File: src/hw/rtl/lfia_pkg.sv
// lfia_pkg: shared types and constants of the lowest-free identifier allocator
// holds the command and result structs, opcode, status and sequencer state codes
// no dependencies
`default_nettype none

package lfia_pkg;

  localparam int LFIA_ID_COUNT = 1024;
  localparam int WORD_W        = 32;
  localparam int WORD_BITS_W   = 5;
  localparam int ID_W          = 10;

  typedef enum logic [1:0] {
    OP_REGISTER = 2'd0,
    OP_ALLOCATE = 2'd1,
    OP_FREE     = 2'd2
  } op_t;

  typedef enum logic [1:0] {
    ST_OK        = 2'd0,
    ST_FULL_NOW  = 2'd1,
    ST_EXHAUSTED = 2'd2
  } status_t;

  typedef enum logic [2:0] {
    S_CLEAR,
    S_IDLE,
    S_MODIFY,
    S_SCAN
  } state_t;

  typedef struct packed {
    logic [1:0]      op;
    logic [ID_W-1:0] id_in;
  } cmd_t;

  typedef struct packed {
    logic [ID_W-1:0] id_out;
    logic [1:0]      status;
  } result_t;

endpackage

`default_nettype wire

File: src/hw/rtl/lfia_zero_find.sv
// lfia_zero_find: priority encoder that finds the lowest set bit of a bitmap word
// candidate bits mark free identifiers; depends on lfia_pkg
`default_nettype none

module lfia_zero_find
  import lfia_pkg::*;
(
  input  wire logic [WORD_W-1:0]      cand,
  output logic                        found,
  output logic [WORD_BITS_W-1:0]      pos
);

  always_comb begin
    found = 1'b0;
    pos   = '0;
    // walk from the top so the lowest set bit wins
    for (int i = WORD_W - 1; i >= 0; i--) begin
      if (cand[i]) begin
        found = 1'b1;
        pos   = WORD_BITS_W'(i);
      end
    end
  end

endmodule

`default_nettype wire

File: src/hw/rtl/lowest_free_id_allocator.sv
// response: register and free of a pool id answer after the read-modify-write of their word;
// unused opcodes and out-of-range ids answer in the cycle after accept; an allocate with an
// invalid pointer answers in the cycle after accept; a valid allocate answers from the
// read-modify-write or scans onward through the bitmap words up to the last one
// throughput: one transaction at a time, busy stays high through read-modify-write and scan
// reset: synchronous rst, then a clearing pass over all NUM_WORDS words (32 at 1024) with busy high
`default_nettype none

module lowest_free_id_allocator
  import lfia_pkg::*;
#(
  parameter int ID_COUNT = LFIA_ID_COUNT
) (
  input  wire logic    clk,
  input  wire logic    rst,
  input  wire logic    start,
  input  wire cmd_t    cmd,
  output logic         busy,
  output logic         done,
  output result_t      result
);

  // bitmap geometry: 32 identifiers per memory word
  localparam int NUM_WORDS  = (ID_COUNT + WORD_W - 1) / WORD_W;
  localparam int AW         = (NUM_WORDS > 1) ? $clog2(NUM_WORDS) : 1;
  localparam int PW         = $clog2(ID_COUNT + 1);
  localparam int CW         = (PW > ID_W) ? PW : ID_W;
  localparam int LAST_VALID = ID_COUNT - (NUM_WORDS - 1) * WORD_W;
  localparam logic [AW-1:0]     LAST_WORD = AW'(NUM_WORDS - 1);
  localparam logic [WORD_W:0]   LAST_FULL = (33'(1) << LAST_VALID) - 33'(1);
  localparam logic [WORD_W-1:0] LAST_MASK = LAST_FULL[WORD_W-1:0];
  localparam logic [CW-1:0]     COUNT_W   = CW'(ID_COUNT);

  // bitmap memory, one bit per identifier, registered read
  logic [WORD_W-1:0] bitmap [NUM_WORDS];
  logic              we;
  logic [AW-1:0]     waddr;
  logic [WORD_W-1:0] wdata;
  logic [AW-1:0]     raddr;
  logic [WORD_W-1:0] rdata;

  always_ff @(posedge clk) begin
    if (we) begin
      bitmap[waddr] <= wdata;
    end
    rdata <= bitmap[raddr];
  end

  // control and payload registers
  state_t            state, state_next;
  logic [PW-1:0]     ptr, ptr_next;
  cmd_t              cmd_q, cmd_q_next;
  logic [PW-1:0]     given, given_next;
  logic [AW-1:0]     chk_word, chk_word_next;
  logic [AW-1:0]     clr_addr, clr_addr_next;
  logic              done_next;
  result_t           result_next;

  always_ff @(posedge clk) begin
    if (rst) begin
      state    <= S_CLEAR;
      ptr      <= PW'(1);
      clr_addr <= '0;
      done     <= 1'b0;
    end else begin
      state    <= state_next;
      ptr      <= ptr_next;
      clr_addr <= clr_addr_next;
      done     <= done_next;
    end
  end

  always_ff @(posedge clk) begin
    cmd_q    <= cmd_q_next;
    given    <= given_next;
    chk_word <= chk_word_next;
    result   <= result_next;
  end

  // widened views for compares and slicing
  logic [CW-1:0]          cmd_id_w, q_id_w, ptr_w, given_w, target_w;
  logic [AW-1:0]          tgt_word;
  logic [WORD_W-1:0]      bit_mask;
  logic [WORD_W-1:0]      mod_word;
  logic [WORD_W-1:0]      cand;
  logic [AW-1:0]          cand_word;
  logic [WORD_W-1:0]      valid_mask;
  logic                   zf_found;
  logic [WORD_BITS_W-1:0] zf_pos;

  assign cmd_id_w = CW'(cmd.id_in);
  assign q_id_w   = CW'(cmd_q.id_in);
  assign ptr_w    = CW'(ptr);
  assign given_w  = CW'(given);
  // allocate works on the pointer's identifier, register and free on the command's
  assign target_w = (cmd_q.op == OP_ALLOCATE) ? given_w : q_id_w;
  assign tgt_word = AW'(target_w >> WORD_BITS_W);
  assign bit_mask = WORD_W'(1) << target_w[WORD_BITS_W-1:0];
  assign mod_word = (cmd_q.op == OP_FREE) ? (rdata & ~bit_mask) : (rdata | bit_mask);

  // free candidates: in the modify cycle only bits above the handed-out one,
  // in the scan the whole word; bits past the pool end count as used
  assign cand_word  = (state == S_SCAN) ? chk_word : tgt_word;
  assign valid_mask = (cand_word == LAST_WORD) ? LAST_MASK : {WORD_W{1'b1}};
  assign cand = (state == S_SCAN) ? (~rdata & valid_mask)
                                  : (~mod_word & valid_mask & ~(bit_mask - WORD_W'(1)));

  lfia_zero_find u_zero_find (
    .cand  (cand),
    .found (zf_found),
    .pos   (zf_pos)
  );

  always_comb begin
    state_next    = state;
    ptr_next      = ptr;
    cmd_q_next    = cmd_q;
    given_next    = given;
    chk_word_next = chk_word;
    clr_addr_next = clr_addr;
    done_next     = 1'b0;
    result_next   = '0;
    we            = 1'b0;
    waddr         = clr_addr;
    wdata         = '0;
    raddr         = '0;
    busy          = 1'b1;

    case (state)
      S_CLEAR: begin
        // clearing pass, one word per cycle
        we = 1'b1;
        if (clr_addr == LAST_WORD) begin
          state_next = S_IDLE;
        end else begin
          clr_addr_next = clr_addr + AW'(1);
        end
      end

      S_IDLE: begin
        busy = 1'b0;
        if (start) begin
          cmd_q_next = cmd;
          given_next = ptr;
          case (cmd.op)
            OP_ALLOCATE: begin
              if (ptr_w < COUNT_W) begin
                raddr      = AW'(ptr_w >> WORD_BITS_W);
                state_next = S_MODIFY;
              end else begin
                // pool exhausted, answer at once
                done_next          = 1'b1;
                result_next.status = ST_EXHAUSTED;
              end
            end
            OP_REGISTER, OP_FREE: begin
              if (cmd_id_w < COUNT_W) begin
                raddr      = AW'(cmd_id_w >> WORD_BITS_W);
                state_next = S_MODIFY;
              end else begin
                // identifier beyond the pool is ignored
                done_next = 1'b1;
              end
            end
            default: begin
              done_next = 1'b1;
            end
          endcase
        end
      end

      S_MODIFY: begin
        // read-modify-write of the target word
        we    = 1'b1;
        waddr = tgt_word;
        wdata = mod_word;
        case (cmd_q.op)
          OP_ALLOCATE: begin
            result_next.id_out = given_w[ID_W-1:0];
            if (zf_found) begin
              ptr_next   = PW'({tgt_word, zf_pos});
              done_next  = 1'b1;
              state_next = S_IDLE;
            end else if (tgt_word == LAST_WORD) begin
              ptr_next           = PW'(ID_COUNT);
              done_next          = 1'b1;
              result_next.status = ST_FULL_NOW;
              state_next         = S_IDLE;
            end else begin
              // continue with the following words, read one ahead
              raddr         = tgt_word + AW'(1);
              chk_word_next = tgt_word + AW'(1);
              state_next    = S_SCAN;
            end
          end
          OP_FREE: begin
            if (q_id_w < ptr_w) begin
              ptr_next = PW'(q_id_w);
            end
            done_next  = 1'b1;
            state_next = S_IDLE;
          end
          default: begin
            done_next  = 1'b1;
            state_next = S_IDLE;
          end
        endcase
      end

      S_SCAN: begin
        result_next.id_out = given_w[ID_W-1:0];
        if (zf_found) begin
          ptr_next   = PW'({chk_word, zf_pos});
          done_next  = 1'b1;
          state_next = S_IDLE;
        end else if (chk_word == LAST_WORD) begin
          ptr_next           = PW'(ID_COUNT);
          done_next          = 1'b1;
          result_next.status = ST_FULL_NOW;
          state_next         = S_IDLE;
        end else begin
          raddr         = chk_word + AW'(1);
          chk_word_next = chk_word + AW'(1);
        end
      end

      default: begin
        state_next = S_IDLE;
      end
    endcase
  end

`ifndef SYNTHESIS
  // pointer is either a pool identifier or the invalid marker
  a_ptr_range: assert property (@(posedge clk) disable iff (rst)
    ptr <= PW'(ID_COUNT))
    else $error("next-free pointer beyond pool size");

  // allocate on an invalid pointer answers exhausted in the next cycle
  a_exhausted: assert property (@(posedge clk) disable iff (rst)
    (start && !busy && cmd.op == OP_ALLOCATE && ptr_w >= COUNT_W)
    |=> (done && result.status == ST_EXHAUSTED && result.id_out == '0))
    else $error("exhausted allocate not answered");

  // pool-full status leaves the pointer invalid
  a_full_ptr: assert property (@(posedge clk) disable iff (rst)
    (done && result.status == ST_FULL_NOW) |-> (ptr == PW'(ID_COUNT)))
    else $error("full status with valid pointer");

  // results only come while idle after a transaction, never two in a row without accept
  a_one_result: assert property (@(posedge clk) disable iff (rst)
    (done && !$past(start && !busy)) |-> (state == S_IDLE && $past(state) != S_IDLE))
    else $error("result without a transaction in flight");
`endif

endmodule

`default_nettype wire
File: config.mk
export PLATFORM = sky130hd
export DESIGN_NAME = lowest_free_id_allocator
export DESIGN_NICKNAME = d
export VERILOG_FILES = /design/src/hw/rtl/lfia_pkg.sv /design/src/hw/rtl/lfia_zero_find.sv /design/src/hw/rtl/lowest_free_id_allocator.sv
export SDC_FILE = /design/constraint.sdc
export NUM_CORES = 2
export LEC_CHECK = 0
export ABC_CLOCK_PERIOD_IN_PS = 4950
export BUFFER_PORTS_ARGS = -buffer_cell sky130_fd_sc_hd__buf_2
export CAP_MARGIN = 25
export CORE_MARGIN = 3
export CORE_UTILIZATION = 57
export CTS_CLUSTER_DIAMETER = 150
export CTS_CLUSTER_SIZE = 25
export DETAILED_ROUTE_END_ITERATION = 10
export MAX_ROUTING_LAYER = met4
export PLACE_DENSITY = 0.76
export REMOVE_ABC_BUFFERS = 1
export SYNTH_ARGS = -nofsm -noshare
export SYNTH_HDL_FRONTEND = slang
export SYNTH_SLANG_ARGS = --single-unit
File: constraint.sdc
create_clock -name clk -period 4.95 [get_ports clk]
set_input_delay 0.495 -clock clk [delete_from_list [all_inputs] [get_ports clk]]
set_output_delay 0.495 -clock clk [all_outputs]
set_load 0.02 [all_outputs]
==> impl_results.md <==
* Post-Syn Area at roughly 45000 µm²
* Largest net degree at the start of global routing at 54
* HP Start: cmd[9]
* Clk root buf: clkbuf_16
* Synth async-reset ratio at 0%
* CTS clk-pin slew, worst paths at 100 ps
* Synth Area in Adders at 0.663%
* Most frequent cells in the layout: 1051 x edfxtp_1, 369 x buf_4, 287 x nand2_1, 202 x o22ai_1, 183 x mux2i_1
* Pwr/cell area at just over 300 nW/µm²
* Slew Limit Fails at 0
* Status: finished with violations
* Worst-Skew Late Latency at approximately 670 ps
* Starting Density at between 50% and 60%
* Largest fanout on the critical path at 13
* Grt total ovfl at 0
* Most common cell after layout, fill and taps aside: edfxtp_1
* Drt wl/cell at approximately 32 µm
* Vias in the first global route at slightly above 30000
* Setup crit start kind: flip-flop
* Fillers at about 4700
* Utilization after layout at around 71%
* Setup crit end kind: flip-flop
* FF-to-FF Start: cmd_q[10]
* I/O Pins at 29
* Num CTS Buffers at 50
* #FFs+latches synth at ~1100
* Dpl hpwl at between 80 and 90 mm
* Largest family of logic cells by synthesized area: compound AO/OA/AOI/OAI gates
* Worst endpoint required time at about 5500 ps
* Tmin final at between 5000 and 6000 ps
* Global-route wire length before repair at 206 mm
* Power consumption at ~0.017 W
* Drt pass-1 iters at 6
* Synth Area in Compound Gates at between 10% and 20%
* Synth Instances at 3125
* RSZ-0062 raised after global routing: yes
* Hold crit path type: input pin to flip-flop
* Simple logic cell fraction of the synthesized area at under 10%
* Post-synth EDFFs at ~1100
* Detail Route Antenna Nets at 0
* N_diodes at 0
* Overall Global Routing Usage at 35.3%
* Placement Setup Slack at -677 ps
* Failing checks: negative setup slack
* CTS tree: yes
* Multiplexer share of the synthesized area at ~5.2%
* Ys flop type: edfxtp_1
* Setup crit start: cmd_q[10]
* Placed insts at approximately 4400
* H-Tree Depth at 2
* GP Congestion at ~0.97
* Fin cells at ~4600
* Area Growth Syn to Fin at 22.7%
* Die extent in x at ~290 µm
* Core area at 78100 µm²
* Peak VDD IR at ~350 µV
* Port Buf Inserts at 28
* DR iter-0 viols at around 5000
* Max_slew headroom at 22.9%
* Max_cap viols at 0
* Fin. Hold Viols at 0
* # setup viols final at 32
* Height of the chip at 288 µm
* Worst Slack Setup Final at -600 ps
* Deepest clock path buffer count at 3
* Setup Skew at approximately 42 ps
* Pleak at roughly 18 nW
* F_max at around 180 MHz
* Final net count at ~3600
* R2R setup slack at -600 ps
* CP arrival at around 6100 ps
* Post-Synth XOR/XNOR Area at less than 1%
* Share of cells above drive strength 1 at roughly a quarter
* Number of sinks on the clock net at 1114
* Worst slew pin tran at around 1200 ps
* Synth Warn # at 0
* Unique masters post-synth at 97
* Vias/cell at approximately 7
* Initial antenna violation count at 1
* Setup_tns at -10860 ps
* Final WL at around 150 mm
* DRC violation count after routing at 0
* Sequential element share of the synthesized area at ~72%
* Die area at around 83000 µm²
* Crit Path Class: flip-flop to flip-flop
* Via count at 32400
* Site Rows at a little over 100
* Final worst-path cycle share at 112%
* Synthesized area per cell at between 10 and 15 µm²
-- cell usage after synthesis, types with 6 or more instances --
library cell / number / area, µm²
edfxtp_1: 1051 / 31600
nand2_1: 298 / 1120
o22ai_1: 263 / 1650
mux2i_1: 212 / 2120
nor2_1: 165 / 619
o21ai_0: 140 / 701
a21oi_1: 114 / 571
clkbuf_1: 109 / 409
o221ai_1: 68 / 596
dfxtp_1: 63 / 1260
nand3_1: 52 / 260
buf_2: 43 / 215
buf_1: 33 / 124
inv_1: 32 / 120
a211oi_1: 26 / 195
and2_1: 26 / 163
a22oi_1: 24 / 180
ha_1: 24 / 300
nor2b_1: 24 / 150
a31oi_1: 23 / 144
a32oi_1: 22 / 193
o2111ai_1: 21 / 184
nor3_1: 19 / 95.1
o22a_1: 18 / 158
o311a_1: 18 / 180
mux2_2: 15 / 169
nand2b_1: 15 / 93.8
nor4_1: 15 / 93.8
or3_1: 12 / 75.1
o32a_1: 10 / 100
a21boi_0: 9 / 67.6
a221oi_1: 9 / 78.8
and3_1: 9 / 56.3
o211ai_1: 9 / 67.6
a21o_1: 8 / 60.1
nor4b_1: 8 / 70.1
or2_2: 8 / 50.1
xor2_1: 6 / 52.6
-- worst max-delay path, stage by stage, from the launching register on --
cell      delay (ps)
edfxtp_1         450
ha_4             200
buf_6            130
nor2b_4          140
a32oi_4          270
nor2_4            60
inv_2             80
ha_4             140
buf_6            110
o311ai_4          90
buf_6            160
nor4_4           360
nand3_2          150
mux2_4           330
or4_4            560
buf_6            160
nor2_4           120
buf_12           140
a31o_4           200
buf_12           170
buf_6            210
mux2i_1          390
o22ai_2          220
nor4b_2          370
buf_4            180
nor4_2            40
-- power by group --
group          switching (W)  internal (W)  total (W)
Combinational       0.000857      0.000588    0.00144
Clock                0.00283       0.00195    0.00478
Sequential          0.000229        0.0105     0.0107
Total                0.00391        0.0130     0.0169
-- cell families (layout without fill, tap and decap cells) --
logic type	count (synthesis)	after routing
adder cells (fa/ha/maj)	24	24
AO/OA/AOI/OAI	844	844
AND/OR/NAND/NOR	680	680
buffers and inverters	225	696
flip-flops	1114	1114
multiplexers	230	230
XOR/XNOR	8	8
-- through the flow --
step	hold WS [ps]	cell area (µm²)
after floorplan	408	44500
after global placement	416	50000
after detailed placement	421	50100
after CTS	12.6	53600
after global routing	29.4	55600
final	25.7	55600
-- layer usage --
metal | GRT usage (%) | routed length, µm
met5 | - | 0
met1 | 46.4 | 52200
met2 | 53.1 | 67500
met3 | 7.22 | 20100
met4 | 17.0 | 9950
-- state kept, by name (all words and copies together) (netlist names) --
name and cells:
chk_word 5, result 12, clr_addr 5, done 1, ptr 11, given 10
bitmap 1024, rdata 32, cmd_q 12, state 2
-- cell type report --
cell class / instances / area [µm²] / share of cell area, %
inverter: 33 / 124 / 0.223
clock inverter: 3 / 55.1 / 0.0991
timing repair buffer: 571 / 6350 / 11.4
tap: 1040 / 1300 / 2.34
clock buffer: 89 / 1400 / 2.52
sequential: 1114 / 32800 / 59.1
multi-input combinational: 1786 / 13500 / 24.3
-- path summary, 6_finish.rpt --
path / to / cells past startpoint
hold reg to reg: given[2] / 0
setup reg to reg: rdata[22] / 25
setup / recovery: rdata[22] / 25
hold / removal: cmd_q[9] / 1
-- what timing repair did --
item                       CTS  global route
cloned                      21            15
buffers inserted            64            51
setup endpoints to repair   43            43
pin swaps                   62            85
gates resized for setup    212           212
hold buffers                 0             0
No activity file was read; power rests on OpenSTA's default activity.
